<file path="src/srtc_pkg.sv">
// Shared types and constants for the sample-rate to time-constant converter.
package srtc_pkg;

    // Configuration register indexes
    typedef enum logic [1:0] {
        CFG_MIN_RATE = 2'd0,
        CFG_MAX_RATE = 2'd1,
        CFG_STEREO   = 2'd2
    } cfg_index_t;

    localparam int CFG_W    = 16;
    localparam int CFG_IDX_W = 2;

    localparam logic [CFG_W-1:0] MIN_RATE_RESET = 16'd4000;
    localparam logic [CFG_W-1:0] MAX_RATE_RESET = 16'd44100;
    localparam logic [CFG_W-1:0] STEREO_LIMIT   = 16'd22050;

    // Divider geometry: 28-bit dividend, 16-bit divisor, 20-bit quotient
    localparam int DIV_NUM_W  = 28;
    localparam int DIV_DEN_W  = 16;
    localparam int DIV_QUO_W  = 20;
    localparam int DIV_STEPS  = 4;
    localparam int DIV_STAGES = DIV_QUO_W / DIV_STEPS;

    localparam logic [DIV_NUM_W-1:0] HS_BASE   = 28'd256000000;
    localparam logic [DIV_NUM_W-1:0] NORM_BASE = 28'd1000000;

    localparam int TC_W   = 8;
    localparam int RATE_OUT_W = 20;

    typedef struct packed {
        logic stereo;
        logic hs;
        logic err;
    } flags_t;

    typedef struct packed {
        flags_t          flags;
        logic [TC_W-1:0] tc;
    } tc_tag_t;

    localparam int FLAGS_W  = $bits(flags_t);
    localparam int TC_TAG_W = $bits(tc_tag_t);

endpackage

</file>
<file path="src/srtc_if.sv">
// Request and response channel interfaces.
interface srtc_req_if #(parameter int RATE_WIDTH = 24);
    logic                  valid;
    logic                  ready;
    logic [RATE_WIDTH-1:0] requested_rate;

    modport source (output valid, output requested_rate, input ready);
    modport sink   (input valid, input requested_rate, output ready);
endinterface

interface srtc_rsp_if;
    logic        valid;
    logic        ready;
    logic [19:0] actual_rate;
    logic [7:0]  time_constant;
    logic        high_speed;
    logic        rate_error;

    modport source (output valid, output actual_rate, output time_constant,
                    output high_speed, output rate_error, input ready);
    modport sink   (input valid, input actual_rate, input time_constant,
                    input high_speed, input rate_error, output ready);
endinterface

</file>
<file path="src/srtc_front.sv">
// Front end: rate clamping, stereo doubling and dividend setup (two stages).
module srtc_front
    import srtc_pkg::*;
#(
    parameter int RATE_WIDTH = 24
)
(
    input  logic                  clk,
    input  logic                  rst_n,
    input  logic                  up_valid,
    output logic                  up_ready,
    input  logic [RATE_WIDTH-1:0] requested_rate,
    input  logic [CFG_W-1:0]      min_rate,
    input  logic [CFG_W-1:0]      max_rate,
    input  logic                  stereo_mode,
    output logic                  dn_valid,
    input  logic                  dn_ready,
    output logic [DIV_NUM_W-1:0]  dn_num,
    output logic [DIV_DEN_W-1:0]  dn_den,
    output flags_t                dn_flags
);

    // stage 1: clamp
    logic             s1_vld_reg;
    logic [CFG_W-1:0] s1_rate_reg;
    logic             s1_err_reg;
    logic             s1_stereo_reg;
    logic [CFG_W-1:0] s1_rate_next;
    logic             s1_err_next;
    logic             s1_ready;

    // stage 2: converter rate, path select, dividend
    logic                 s2_vld_reg;
    logic [DIV_NUM_W-1:0] s2_num_reg;
    logic [DIV_DEN_W-1:0] s2_den_reg;
    flags_t               s2_flags_reg;
    logic [DIV_DEN_W-1:0] cr;
    logic                 hs;
    logic [DIV_NUM_W-1:0] num_next;
    logic                 s2_ready;

    logic req_hi;
    logic below;
    logic above;

    assign s2_ready = !s2_vld_reg || dn_ready;
    assign s1_ready = !s1_vld_reg || s2_ready;
    assign up_ready = s1_ready;

    assign req_hi = |requested_rate[RATE_WIDTH-1:CFG_W];
    assign below  = !req_hi && (requested_rate[CFG_W-1:0] < min_rate);
    assign above  = req_hi || (requested_rate[CFG_W-1:0] > max_rate);

    always_comb
    begin
        // min is tested first, so min above max gives min for low requests
        priority if (below)
        begin
            s1_rate_next = min_rate;
            s1_err_next  = 1'b1;
        end
        else if (above)
        begin
            s1_rate_next = max_rate;
            s1_err_next  = 1'b1;
        end
        else
        begin
            s1_rate_next = requested_rate[CFG_W-1:0];
            s1_err_next  = 1'b0;
        end
        if (stereo_mode && (s1_rate_next > STEREO_LIMIT))
        begin
            s1_rate_next = STEREO_LIMIT;
            s1_err_next  = 1'b1;
        end
        // a zero limit would give a zero divisor
        if (s1_rate_next == '0)
        begin
            s1_rate_next = CFG_W'(1);
            s1_err_next  = 1'b1;
        end
    end

    always_ff @(posedge clk or negedge rst_n)
    begin
        if (!rst_n)
        begin
            s1_vld_reg <= 1'b0;
        end
        else if (s1_ready)
        begin
            s1_vld_reg <= up_valid;
        end
    end

    always_ff @(posedge clk)
    begin
        if (s1_ready && up_valid)
        begin
            s1_rate_reg   <= s1_rate_next;
            s1_err_reg    <= s1_err_next;
            s1_stereo_reg <= stereo_mode;
        end
    end

    // stereo rate is at most 22050, so doubling fits 16 bits
    assign cr       = s1_stereo_reg ? {s1_rate_reg[CFG_W-2:0], 1'b0} : s1_rate_reg;
    assign hs       = cr > STEREO_LIMIT;
    assign num_next = (hs ? HS_BASE : NORM_BASE) + DIV_NUM_W'(cr[DIV_DEN_W-1:1]);

    always_ff @(posedge clk or negedge rst_n)
    begin
        if (!rst_n)
        begin
            s2_vld_reg <= 1'b0;
        end
        else if (s2_ready)
        begin
            s2_vld_reg <= s1_vld_reg;
        end
    end

    always_ff @(posedge clk)
    begin
        if (s2_ready && s1_vld_reg)
        begin
            s2_num_reg          <= num_next;
            s2_den_reg          <= cr;
            s2_flags_reg.stereo <= s1_stereo_reg;
            s2_flags_reg.hs     <= hs;
            s2_flags_reg.err    <= s1_err_reg;
        end
    end

    assign dn_valid = s2_vld_reg;
    assign dn_num   = s2_num_reg;
    assign dn_den   = s2_den_reg;
    assign dn_flags = s2_flags_reg;

endmodule

</file>
<file path="src/srtc_div.sv">
// Pipelined restoring divider, a few quotient bits per stage.
module srtc_div
    import srtc_pkg::*;
#(
    parameter int TAG_W = 3
)
(
    input  logic                 clk,
    input  logic                 rst_n,
    input  logic                 up_valid,
    output logic                 up_ready,
    input  logic [DIV_NUM_W-1:0] up_num,
    input  logic [DIV_DEN_W-1:0] up_den,
    input  logic [TAG_W-1:0]     up_tag,
    output logic                 dn_valid,
    input  logic                 dn_ready,
    output logic [DIV_QUO_W-1:0] dn_quo,
    output logic [TAG_W-1:0]     dn_tag
);

    // index 0 is the input, index s+1 the register of stage s
    logic [DIV_STAGES:0]  st_valid;
    logic [DIV_STAGES:0]  st_ready;
    logic [DIV_DEN_W-1:0] st_rem [DIV_STAGES+1];
    logic [DIV_QUO_W-1:0] st_nq  [DIV_STAGES+1];
    logic [DIV_DEN_W-1:0] st_den [DIV_STAGES+1];
    logic [TAG_W-1:0]     st_tag [DIV_STAGES+1];

    // dividend is below den * 2^20, so its top bits start below den
    assign st_valid[0] = up_valid;
    assign st_rem[0]   = DIV_DEN_W'(up_num[DIV_NUM_W-1:DIV_QUO_W]);
    assign st_nq[0]    = up_num[DIV_QUO_W-1:0];
    assign st_den[0]   = up_den;
    assign st_tag[0]   = up_tag;

    assign st_ready[DIV_STAGES] = dn_ready;
    assign up_ready             = st_ready[0];

    for (genvar s = 0; s < DIV_STAGES; s++)
    begin : g_stage
        logic                 vld_reg;
        logic [DIV_DEN_W-1:0] rem_reg;
        logic [DIV_QUO_W-1:0] nq_reg;
        logic [DIV_DEN_W-1:0] den_reg;
        logic [TAG_W-1:0]     tag_reg;
        logic [DIV_DEN_W-1:0] rem_next;
        logic [DIV_QUO_W-1:0] nq_next;

        assign st_ready[s] = !vld_reg || st_ready[s+1];

        // nq: dividend bits shift out the top, quotient bits shift in below
        always_comb
        begin : step
            logic [DIV_DEN_W:0] trial;
            logic [DIV_DEN_W:0] diff;
            rem_next = st_rem[s];
            nq_next  = st_nq[s];
            for (int i = 0; i < DIV_STEPS; i++)
            begin
                trial    = {rem_next, nq_next[DIV_QUO_W-1]};
                diff     = trial - {1'b0, st_den[s]};
                nq_next  = {nq_next[DIV_QUO_W-2:0], !diff[DIV_DEN_W]};
                rem_next = diff[DIV_DEN_W] ? trial[DIV_DEN_W-1:0] : diff[DIV_DEN_W-1:0];
            end
        end

        always_ff @(posedge clk or negedge rst_n)
        begin
            if (!rst_n)
            begin
                vld_reg <= 1'b0;
            end
            else if (st_ready[s])
            begin
                vld_reg <= st_valid[s];
            end
        end

        always_ff @(posedge clk)
        begin
            if (st_ready[s] && st_valid[s])
            begin
                rem_reg <= rem_next;
                nq_reg  <= nq_next;
                den_reg <= st_den[s];
                tag_reg <= st_tag[s];
            end
        end

        assign st_valid[s+1] = vld_reg;
        assign st_rem[s+1]   = rem_reg;
        assign st_nq[s+1]    = nq_reg;
        assign st_den[s+1]   = den_reg;
        assign st_tag[s+1]   = tag_reg;
    end

    assign dn_valid = st_valid[DIV_STAGES];
    assign dn_quo   = st_nq[DIV_STAGES];
    assign dn_tag   = st_tag[DIV_STAGES];

endmodule

</file>
<file path="src/srtc_tcalc.sv">
// Time constant byte from the quotient, and dividend for the rate work-back.
module srtc_tcalc
    import srtc_pkg::*;
(
    input  logic                 clk,
    input  logic                 rst_n,
    input  logic                 up_valid,
    output logic                 up_ready,
    input  logic [DIV_QUO_W-1:0] quo,
    input  flags_t               flags,
    output logic                 dn_valid,
    input  logic                 dn_ready,
    output logic [DIV_NUM_W-1:0] dn_num,
    output logic [DIV_DEN_W-1:0] dn_den,
    output tc_tag_t              dn_tag
);

    logic                 vld_reg;
    logic [DIV_NUM_W-1:0] num_reg;
    logic [DIV_DEN_W-1:0] den_reg;
    tc_tag_t              tag_reg;

    logic [15:0]     neg_q;
    logic [TC_W-1:0] tc_next;
    logic [TC_W:0]   span;

    // high speed: upper byte of 65536 - q; normal: 256 - q mod 256
    assign neg_q   = 16'd0 - quo[15:0];
    assign tc_next = flags.hs ? neg_q[15:8] : neg_q[7:0];

    // both paths work back as round(1000000 / (256 - tc))
    assign span = 9'd256 - {1'b0, tc_next};

    assign up_ready = !vld_reg || dn_ready;

    always_ff @(posedge clk or negedge rst_n)
    begin
        if (!rst_n)
        begin
            vld_reg <= 1'b0;
        end
        else if (up_ready)
        begin
            vld_reg <= up_valid;
        end
    end

    always_ff @(posedge clk)
    begin
        if (up_ready && up_valid)
        begin
            num_reg       <= NORM_BASE + DIV_NUM_W'(span[TC_W:1]);
            den_reg       <= DIV_DEN_W'(span);
            tag_reg.flags <= flags;
            tag_reg.tc    <= tc_next;
        end
    end

    assign dn_valid = vld_reg;
    assign dn_num   = num_reg;
    assign dn_den   = den_reg;
    assign dn_tag   = tag_reg;

endmodule

</file>
<file path="src/srtc_out.sv">
// Output register: stereo halving and the response word.
module srtc_out
    import srtc_pkg::*;
(
    input  logic                  clk,
    input  logic                  rst_n,
    input  logic                  up_valid,
    output logic                  up_ready,
    input  logic [DIV_QUO_W-1:0]  quo,
    input  tc_tag_t               tag,
    output logic                  dn_valid,
    input  logic                  dn_ready,
    output logic [RATE_OUT_W-1:0] actual_rate,
    output logic [TC_W-1:0]       time_constant,
    output logic                  high_speed,
    output logic                  rate_error
);

    logic                  vld_reg;
    logic [RATE_OUT_W-1:0] rate_reg;
    logic [TC_W-1:0]       tc_reg;
    logic                  hs_reg;
    logic                  err_reg;
    logic [RATE_OUT_W-1:0] rate_next;

    assign rate_next = tag.flags.stereo ? RATE_OUT_W'(quo >> 1) : RATE_OUT_W'(quo);
    assign up_ready  = !vld_reg || dn_ready;

    always_ff @(posedge clk or negedge rst_n)
    begin
        if (!rst_n)
        begin
            vld_reg <= 1'b0;
        end
        else if (up_ready)
        begin
            vld_reg <= up_valid;
        end
    end

    always_ff @(posedge clk)
    begin
        if (up_ready && up_valid)
        begin
            rate_reg <= rate_next;
            tc_reg   <= tag.tc;
            hs_reg   <= tag.flags.hs;
            err_reg  <= tag.flags.err;
        end
    end

    assign dn_valid      = vld_reg;
    assign actual_rate   = rate_reg;
    assign time_constant = tc_reg;
    assign high_speed    = hs_reg;
    assign rate_error    = err_reg;

endmodule

</file>
<file path="src/sample_rate_to_time_constant.sv">
// Top level of the sample-rate to time-constant converter.
//
// Each request word carries a sample rate in hertz. The rate is clamped to
// min_rate (tested first), then max_rate, and in stereo to 22050 Hz; a zero
// result is forced to 1 Hz. Any clamp sets rate_error. In stereo the
// converter runs at twice the channel rate. Converter rates above 22050 Hz
// use the high-speed path (upper byte of 65536 - round(256e6 / rate)),
// others the normal path ((256 - round(1e6 / rate)) mod 256). The achieved
// rate is worked back from the byte, halved in stereo, and returned with the
// byte and both flags, one response word per request, in order.
// Throughput is one word per clock while the receiver holds ready high. A
// word passes 14 registers (2 front-end stages, two 5-stage dividers, one
// time-constant stage, one output stage): the edge that takes a request
// loads the first of them, and the word moves on through the others in
// that order up to the response register. Most of the latency comes from
// the two 20-bit-quotient dividers, which resolve 4 quotient bits per stage.
// Every stage has its own valid bit and ready is chained backward, so
// bubbles are squeezed out and a request is taken while a finished word
// waits.
// Configuration (index 0 min_rate, 1 max_rate, 2 stereo_mode; others ignored)
// should be written only while the pipeline is empty.
module sample_rate_to_time_constant
    import srtc_pkg::*;
#(
    parameter int RATE_WIDTH = 24
)
(
    input  logic                 clk,
    input  logic                 rst_n,
    input  logic                 cfg_we,
    input  logic [CFG_IDX_W-1:0] cfg_index,
    input  logic [CFG_W-1:0]     cfg_data,
    srtc_req_if.sink             req,
    srtc_rsp_if.source           rsp
);

    // configuration registers
    logic [CFG_W-1:0] min_rate_reg;
    logic [CFG_W-1:0] max_rate_reg;
    logic             stereo_mode_reg;

    // front end -> first divider
    logic                 fe_valid;
    logic                 fe_ready;
    logic [DIV_NUM_W-1:0] fe_num;
    logic [DIV_DEN_W-1:0] fe_den;
    flags_t               fe_flags;

    // first divider -> time constant stage
    logic                 qa_valid;
    logic                 qa_ready;
    logic [DIV_QUO_W-1:0] qa_quo;
    logic [FLAGS_W-1:0]   qa_tag;
    flags_t               qa_flags;

    // time constant stage -> second divider
    logic                 tc_valid;
    logic                 tc_ready;
    logic [DIV_NUM_W-1:0] tc_num;
    logic [DIV_DEN_W-1:0] tc_den;
    tc_tag_t              tc_tag;

    // second divider -> output register
    logic                 qb_valid;
    logic                 qb_ready;
    logic [DIV_QUO_W-1:0] qb_quo;
    logic [TC_TAG_W-1:0]  qb_tag;
    tc_tag_t              qb_tag_s;

    always_ff @(posedge clk or negedge rst_n)
    begin
        if (!rst_n)
        begin
            min_rate_reg    <= MIN_RATE_RESET;
            max_rate_reg    <= MAX_RATE_RESET;
            stereo_mode_reg <= 1'b0;
        end
        else if (cfg_we)
        begin
            unique case (cfg_index_t'(cfg_index))
                CFG_MIN_RATE: min_rate_reg    <= cfg_data;
                CFG_MAX_RATE: max_rate_reg    <= cfg_data;
                CFG_STEREO:   stereo_mode_reg <= cfg_data[0];
                default:      ;  // unused index, write dropped
            endcase
        end
    end

    // clamp and dividend setup
    srtc_front #(
        .RATE_WIDTH (RATE_WIDTH)
    ) u_front (
        .clk            (clk),
        .rst_n          (rst_n),
        .up_valid       (req.valid),
        .up_ready       (req.ready),
        .requested_rate (req.requested_rate),
        .min_rate       (min_rate_reg),
        .max_rate       (max_rate_reg),
        .stereo_mode    (stereo_mode_reg),
        .dn_valid       (fe_valid),
        .dn_ready       (fe_ready),
        .dn_num         (fe_num),
        .dn_den         (fe_den),
        .dn_flags       (fe_flags)
    );

    // round(base / converter rate)
    srtc_div #(
        .TAG_W (FLAGS_W)
    ) u_div_tc (
        .clk      (clk),
        .rst_n    (rst_n),
        .up_valid (fe_valid),
        .up_ready (fe_ready),
        .up_num   (fe_num),
        .up_den   (fe_den),
        .up_tag   (fe_flags),
        .dn_valid (qa_valid),
        .dn_ready (qa_ready),
        .dn_quo   (qa_quo),
        .dn_tag   (qa_tag)
    );

    assign qa_flags = qa_tag;

    srtc_tcalc u_tcalc (
        .clk      (clk),
        .rst_n    (rst_n),
        .up_valid (qa_valid),
        .up_ready (qa_ready),
        .quo      (qa_quo),
        .flags    (qa_flags),
        .dn_valid (tc_valid),
        .dn_ready (tc_ready),
        .dn_num   (tc_num),
        .dn_den   (tc_den),
        .dn_tag   (tc_tag)
    );

    // round(1e6 / (256 - tc)): achieved converter rate
    srtc_div #(
        .TAG_W (TC_TAG_W)
    ) u_div_rate (
        .clk      (clk),
        .rst_n    (rst_n),
        .up_valid (tc_valid),
        .up_ready (tc_ready),
        .up_num   (tc_num),
        .up_den   (tc_den),
        .up_tag   (tc_tag),
        .dn_valid (qb_valid),
        .dn_ready (qb_ready),
        .dn_quo   (qb_quo),
        .dn_tag   (qb_tag)
    );

    assign qb_tag_s = qb_tag;

    srtc_out u_out (
        .clk           (clk),
        .rst_n         (rst_n),
        .up_valid      (qb_valid),
        .up_ready      (qb_ready),
        .quo           (qb_quo),
        .tag           (qb_tag_s),
        .dn_valid      (rsp.valid),
        .dn_ready      (rsp.ready),
        .actual_rate   (rsp.actual_rate),
        .time_constant (rsp.time_constant),
        .high_speed    (rsp.high_speed),
        .rate_error    (rsp.rate_error)
    );

    // high-speed bytes stay within the band reachable from 22051..65535 Hz
    a_hs_tc_band: assert property (@(posedge clk) disable iff (!rst_n)
        (rsp.valid && rsp.high_speed) |->
            (rsp.time_constant >= 8'd210 && rsp.time_constant <= 8'd240))
        else $error("high-speed time constant out of band");

    // achieved rate is never zero and never above 1 MHz
    a_rate_range: assert property (@(posedge clk) disable iff (!rst_n)
        rsp.valid |-> (rsp.actual_rate != '0 && rsp.actual_rate <= 20'd1000000))
        else $error("achieved rate out of range");

    // high-speed achieved rate is at least 1e6/46, halved in stereo
    a_hs_rate_floor: assert property (@(posedge clk) disable iff (!rst_n)
        (rsp.valid && rsp.high_speed) |-> (rsp.actual_rate >= 20'd10869))
        else $error("high-speed achieved rate too low");

endmodule

</file>
<file path="src/flat_wrapper.sv">
// flat-port wrapper written by rule: the top's interface ports become plain ports
module sample_rate_to_time_constant_flat import srtc_pkg::*;
#(
    parameter int RATE_WIDTH = 24
)
  (clk, rst_n, cfg_we, cfg_index, cfg_data, req_valid, req_requested_rate, req_ready, rsp_valid, rsp_actual_rate, rsp_time_constant, rsp_high_speed, rsp_rate_error, rsp_ready);
  srtc_req_if #(.RATE_WIDTH(RATE_WIDTH)) req_i ();
  srtc_rsp_if rsp_i ();
  input  logic clk;
  input  logic rst_n;
  input  logic cfg_we;
  input  logic [CFG_IDX_W-1:0] cfg_index;
  input  logic [CFG_W-1:0] cfg_data;
  input wire logic [$bits(req_i.valid)-1:0] req_valid;
  input wire logic [$bits(req_i.requested_rate)-1:0] req_requested_rate;
  output wire logic [$bits(req_i.ready)-1:0] req_ready;
  output wire logic [$bits(rsp_i.valid)-1:0] rsp_valid;
  output wire logic [$bits(rsp_i.actual_rate)-1:0] rsp_actual_rate;
  output wire logic [$bits(rsp_i.time_constant)-1:0] rsp_time_constant;
  output wire logic [$bits(rsp_i.high_speed)-1:0] rsp_high_speed;
  output wire logic [$bits(rsp_i.rate_error)-1:0] rsp_rate_error;
  input wire logic [$bits(rsp_i.ready)-1:0] rsp_ready;
  assign req_i.valid = req_valid;
  assign req_i.requested_rate = req_requested_rate;
  assign req_ready = req_i.ready;
  assign rsp_valid = rsp_i.valid;
  assign rsp_actual_rate = rsp_i.actual_rate;
  assign rsp_time_constant = rsp_i.time_constant;
  assign rsp_high_speed = rsp_i.high_speed;
  assign rsp_rate_error = rsp_i.rate_error;
  assign rsp_i.ready = rsp_ready;
  sample_rate_to_time_constant #(.RATE_WIDTH(RATE_WIDTH)) u_core (.clk(clk), .rst_n(rst_n), .cfg_we(cfg_we), .cfg_index(cfg_index), .cfg_data(cfg_data), .req(req_i), .rsp(rsp_i));
endmodule
</file>
<file path="config.mk">
export PLATFORM = sky130hd
export DESIGN_NAME = sample_rate_to_time_constant_flat
export DESIGN_NICKNAME = d
export VERILOG_FILES = /design/src/srtc_pkg.sv /design/src/srtc_if.sv /design/src/srtc_front.sv /design/src/srtc_div.sv /design/src/srtc_tcalc.sv /design/src/srtc_out.sv /design/src/sample_rate_to_time_constant.sv /design/src/flat_wrapper.sv
export SDC_FILE = /design/constraint.sdc
export NUM_CORES = 2
export LEC_CHECK = 0
export BUFFER_PORTS_ARGS = -buffer_cell sky130_fd_sc_hd__buf_2
export CORE_ASPECT_RATIO = 0.9
export CORE_MARGIN = 1.5
export CORE_UTILIZATION = 45
export DETAILED_ROUTE_END_ITERATION = 6
export MAX_ROUTING_LAYER = met4
export PLACE_DENSITY_LB_ADDON = 0.08
export SYNTH_ARGS = -nofsm -noshare
export SYNTH_HDL_FRONTEND = slang
export SYNTH_SLANG_ARGS = --single-unit
</file>
<file path="constraint.sdc">
create_clock -name clk -period 16.3 [get_ports clk]
set_clock_uncertainty 0.1 [all_clocks]
set_input_delay 2.445 -clock clk [delete_from_list [all_inputs] [get_ports clk]]
set_output_delay 2.445 -clock clk [all_outputs]
set_load 0.02 [all_outputs]
</file>
==> flow_summary.ini <==
[run_status]
status = finished clean

[yosys]
combinational_family_with_the_most_area_after_synthesis = compound AO/OA/AOI/OAI gates
area_share_of_the_leading_cell_type_in_the_synthesized_netlist_pct = 31.8
synth-edff-count = 520
synth_compound_gate_area_share_pct = 17.9
post_synth_mux_area_share_pct = 7.42
synth_simple_gate_area_share_pct = 15.0
netlist_top_cells_area = sky130_fd_sc_hd__edfxtp_1 (32%), sky130_fd_sc_hd__ha_1 (13%), sky130_fd_sc_hd__mux2_2 (4.6%), sky130_fd_sc_hd__xnor2_1 (4.6%), sky130_fd_sc_hd__a21oi_1 (3.5%)
synth.avg_cell_area_sq_um = 9.40
synth_ff_type = sky130_fd_sc_hd__edfxtp_1
postSynthCellCount = 5219
mappedNetlistArea_sq_um = 49000
yosys_warnings = 0
synth_sequential_area_ratio_pct = 34.3
yosys.cell_types.count = 117
yosysTopAreaCell = sky130_fd_sc_hd__edfxtp_1
synthArstFlopShare_pct = 8.29
synth.ff_latch_count = 567
share_of_synthesized_cell_area_in_full_adder_half_adder_and_majority_cells_pct = 14.2
xor_xnor_fraction_of_synth_area_pct = 7.06

[job]
cap_violations = 0

[global_route]
first_global_vias = 35124
global_route_wire_length_before_repair_microns = 189000
grt_use_total_pct = 21.7
antenna_found_initial = 8
grt_start_max_net_pins = 52
overflow = 0

[worst_setup_path]
path_max_fanout = 29
timing.reg2reg.worst_path_depth = 58
setup.worst_path.start_class = flop
r2r_slack_ps = 1400
worst_setup_path_startpoint = u_core.u_div_tc.g_stage[1].nq_reg[8]$_DFFE_PP_
worst_setup_path_end_kind = flop
crit_arrival_ps = 15160
worstSetupEndpoint = u_core.u_div_tc.g_stage[2].rem_reg[10]$_DFFE_PP_
crit-reg2reg-launch = u_core.u_div_tc.g_stage[1].nq_reg[8]$_DFFE_PP_
crit_type = reg2reg
critical_path.reg2reg.endpoint = u_core.u_div_tc.g_stage[2].rem_reg[10]$_DFFE_PP_
max_stage_delay_ps = 570
critical_path.slowest_cell = sky130_fd_sc_hd__edfxtp_1
worst_path_most_repeated_cell = sky130_fd_sc_hd__o21ai_0
timing.critical_path.required_ps = 16560

[route]
detail_route.wl_per_cell_microns = 17.3
drtAntennaViolNets = 0
drc_errors = 0
via_count = 37774
wl_microns = 118000
detailedRoute.firstIterationViolations = 2249
drt_pass1_iterations = 5
post_drt_via_cell_ratio = 5.54

[place]
placed_cells = 6696
number_of_input_and_output_port_buffers_inserted = 78
place_area_sq_um = 51400
dp.final_hpwl_microns = 94400
place_congestion = 0.891

[clock_network]
worst_setup_hold_path_clk_slew_ps = 60
cts_tree = built
cts_hold_repair.buffers = 0
clk_latency_ps = 620
cts-root-to-sink-buffers = 3
ctsRootBufferMaster = sky130_fd_sc_hd__clkbuf_16
htree_num_levels = 3
cts.sink_count = 567
inserted_clock_buffers = 66

[timing]
hold_violations = 0
timing.final.crit_period_ps = 14900
final-max-slew-violation-count = 0
fmax_ghz = 0.0671
worst_pin_slew_ps = 1020
grt_setup_unrepaired = false
setup-violations-final = 0
tns_ps = 0
min_period_over_period_pct = 91.4
fin_hold_ws_ps = 313
max-slew-margin-rel_pct = 31.2

[floorplanning]
floorplan.initialDensity_pct = 45.5
die_boundary_height_microns = 316
placement_rows = 114
io-pin-count = 79
die-width_microns = 351
die_area_sq_um = 111000
coreArea_sq_um = 108000

[hold_path]
worst_hold_path_type = reg2reg

[finish]
post_route_non_filler_standard_cell_count = 6819
fin_nets = 5901
share_of_post_route_cells_with_drive_strength_above_1_pct = 10.5
finish.instance_area_sq_um = 53700
area.growth.synth_to_final_pct = 9.49
per-layer routing:
layer | vias up | share of wire, % | track usage [%]
li1 | 19353 | - | -
met1 | 17650 | 52 | 31.7
met2 | 624 | 42 | 31.7
met3 | 147 | 4.2 | 2.72
met4 | 0 | 2.3 | 5.56
met5 | - | 0 | -
area by class of cell:
| class | instances | area, sq um |
|---|---|---|
| multi-input combinational | 4129 | 30500 |
| clock buffer | 77 | 1700 |
| timing repair buffer | 130 | 781 |
| tap | 1450 | 1810 |
| fill | 10106 | 54000 |
| antenna | 1 | 2.50 |
| clock inverter | 43 | 492 |
| inverter | 422 | 1580 |
| sequential | 567 | 16800 |
placed cells by master, fill, tap and decap left out, types with 25 or more instances in the layout:
cell type                     n
sky130_fd_sc_hd__edfxtp_1   520
sky130_fd_sc_hd__ha_1       505
sky130_fd_sc_hd__nor2_1     450
sky130_fd_sc_hd__inv_1      420
sky130_fd_sc_hd__nand2_1    369
sky130_fd_sc_hd__a21oi_1    339
sky130_fd_sc_hd__o21ai_0    337
sky130_fd_sc_hd__xnor2_1    248
sky130_fd_sc_hd__mux2_2     202
sky130_fd_sc_hd__a21o_1     137
sky130_fd_sc_hd__mux2i_1    129
sky130_fd_sc_hd__xor2_1     118
sky130_fd_sc_hd__nor2b_1    104
sky130_fd_sc_hd__nor3_1      97
sky130_fd_sc_hd__a21boi_0    88
sky130_fd_sc_hd__nand3_1     86
sky130_fd_sc_hd__nand2b_1    85
sky130_fd_sc_hd__buf_2       78
sky130_fd_sc_hd__clkbuf_16   66
sky130_fd_sc_hd__o21a_1      65
sky130_fd_sc_hd__buf_4       52
sky130_fd_sc_hd__and2_1      47
sky130_fd_sc_hd__a31oi_1     45
sky130_fd_sc_hd__or3_1       43
sky130_fd_sc_hd__a211oi_1    43
sky130_fd_sc_hd__o31ai_1     43
sky130_fd_sc_hd__nand4_1     35
sky130_fd_sc_hd__dfrtp_1     35
sky130_fd_sc_hd__nor4_1      33
sky130_fd_sc_hd__fa_1        33
sky130_fd_sc_hd__or2_2       31
sky130_fd_sc_hd__and3_1      28
sky130_fd_sc_hd__o21bai_1    26
sky130_fd_sc_hd__o211ai_1    25
timing repair:
item	in CTS	in global routing
gates resized for setup	0	10
setup endpoints to repair	0	43
endpoints found under the hold margin	0	0
setup buffers	0	2
how the worst min path moves through the flow:
stage                     slack [ps]                                     end  depth (start not counted)                                         startpoint
final                            310  u_core.u_div_rate.dn_quo[14]$_DFFE_PP_                          0  u_core.u_div_rate.g_stage[3].nq_reg[10]$_DFFE_PP_
after global placement           300     u_core.u_tcalc.dn_tag[10]$_DFFE_PP_                          0                u_core.u_div_tc.dn_tag[2]$_DFFE_PP_
after CTS                        310  u_core.u_div_rate.dn_quo[14]$_DFFE_PP_                          0  u_core.u_div_rate.g_stage[3].nq_reg[10]$_DFFE_PP_
after detailed placement         300  u_core.u_div_rate.dn_quo[14]$_DFFE_PP_                          0  u_core.u_div_rate.g_stage[3].nq_reg[10]$_DFFE_PP_
after floorplan                  300  u_core.u_div_rate.dn_quo[10]$_DFFE_PP_                          0   u_core.u_div_rate.g_stage[3].nq_reg[6]$_DFFE_PP_
after global routing             320     u_core.u_div_tc.dn_quo[9]$_DFFE_PP_                          0     u_core.u_div_tc.g_stage[3].nq_reg[5]$_DFFE_PP_
cells in the mapped netlist, drive strengths merged, types with 11 or more instances:
| cell type | count |
|---|---|
| xnor2 | 262 |
| a211oi | 44 |
| nor3b | 12 |
| dfstp | 12 |
| and2 | 51 |
| nand2 | 370 |
| buf | 18 |
| o41ai | 17 |
| o21bai | 26 |
| or3 | 43 |
| a21oi | 340 |
| o21a | 66 |
| a32oi | 15 |
| and3 | 29 |
| ha | 505 |
| clkbuf | 88 |
| a21boi | 90 |
| mux2i | 131 |
| o311ai | 11 |
| nand2b | 85 |
| nand3 | 87 |
| o31a | 15 |
| a211o | 13 |
| nor2b | 107 |
| a2111oi | 12 |
| mux2 | 205 |
| o31ai | 44 |
| or4 | 14 |
| or2 | 33 |
| nand4 | 35 |
| o21ai | 349 |
| inv | 422 |
| nor2 | 453 |
| nor3 | 99 |
| xor2 | 125 |
| dfrtp | 35 |
| fa | 33 |
| nor4 | 38 |
| a21o | 137 |
| edfxtp | 520 |
| a31oi | 48 |
| o211ai | 26 |
per-stage QoR:
stage	worst slack [ps]	util, %
6_report	1400	49.9
3_3_place_gp	1330	47.7
2_1_floorplan	2800	-
3_5_place_dp	1130	47.7
4_1_cts	1070	49.8
5_1_grt	6.10	49.9
logic make-up after synthesis:
family | count (synthesis)
flops | 567
buf+inv | 528
simple gates | 1498
xor+xnor | 388
compound gates | 1363
mux | 336
other cells | 1
fa+ha+maj | 538
worst max-delay path, delay by kind of cell (launching register included):
family | cells | cell delay, ps
buffers and inverters | 5 | 1510
AND/OR/NAND/NOR | 2 | 260
multiplexers | 5 | 1420
AO/OA/AOI/OAI | 37 | 8080
adder cells (fa/ha/maj) | 4 | 1390
XOR/XNOR | 5 | 1280
flip-flops | 1 | 570
Power is not shown: default switching activity piles up to over one toggle a cycle in this logic, so the estimate is an artifact.
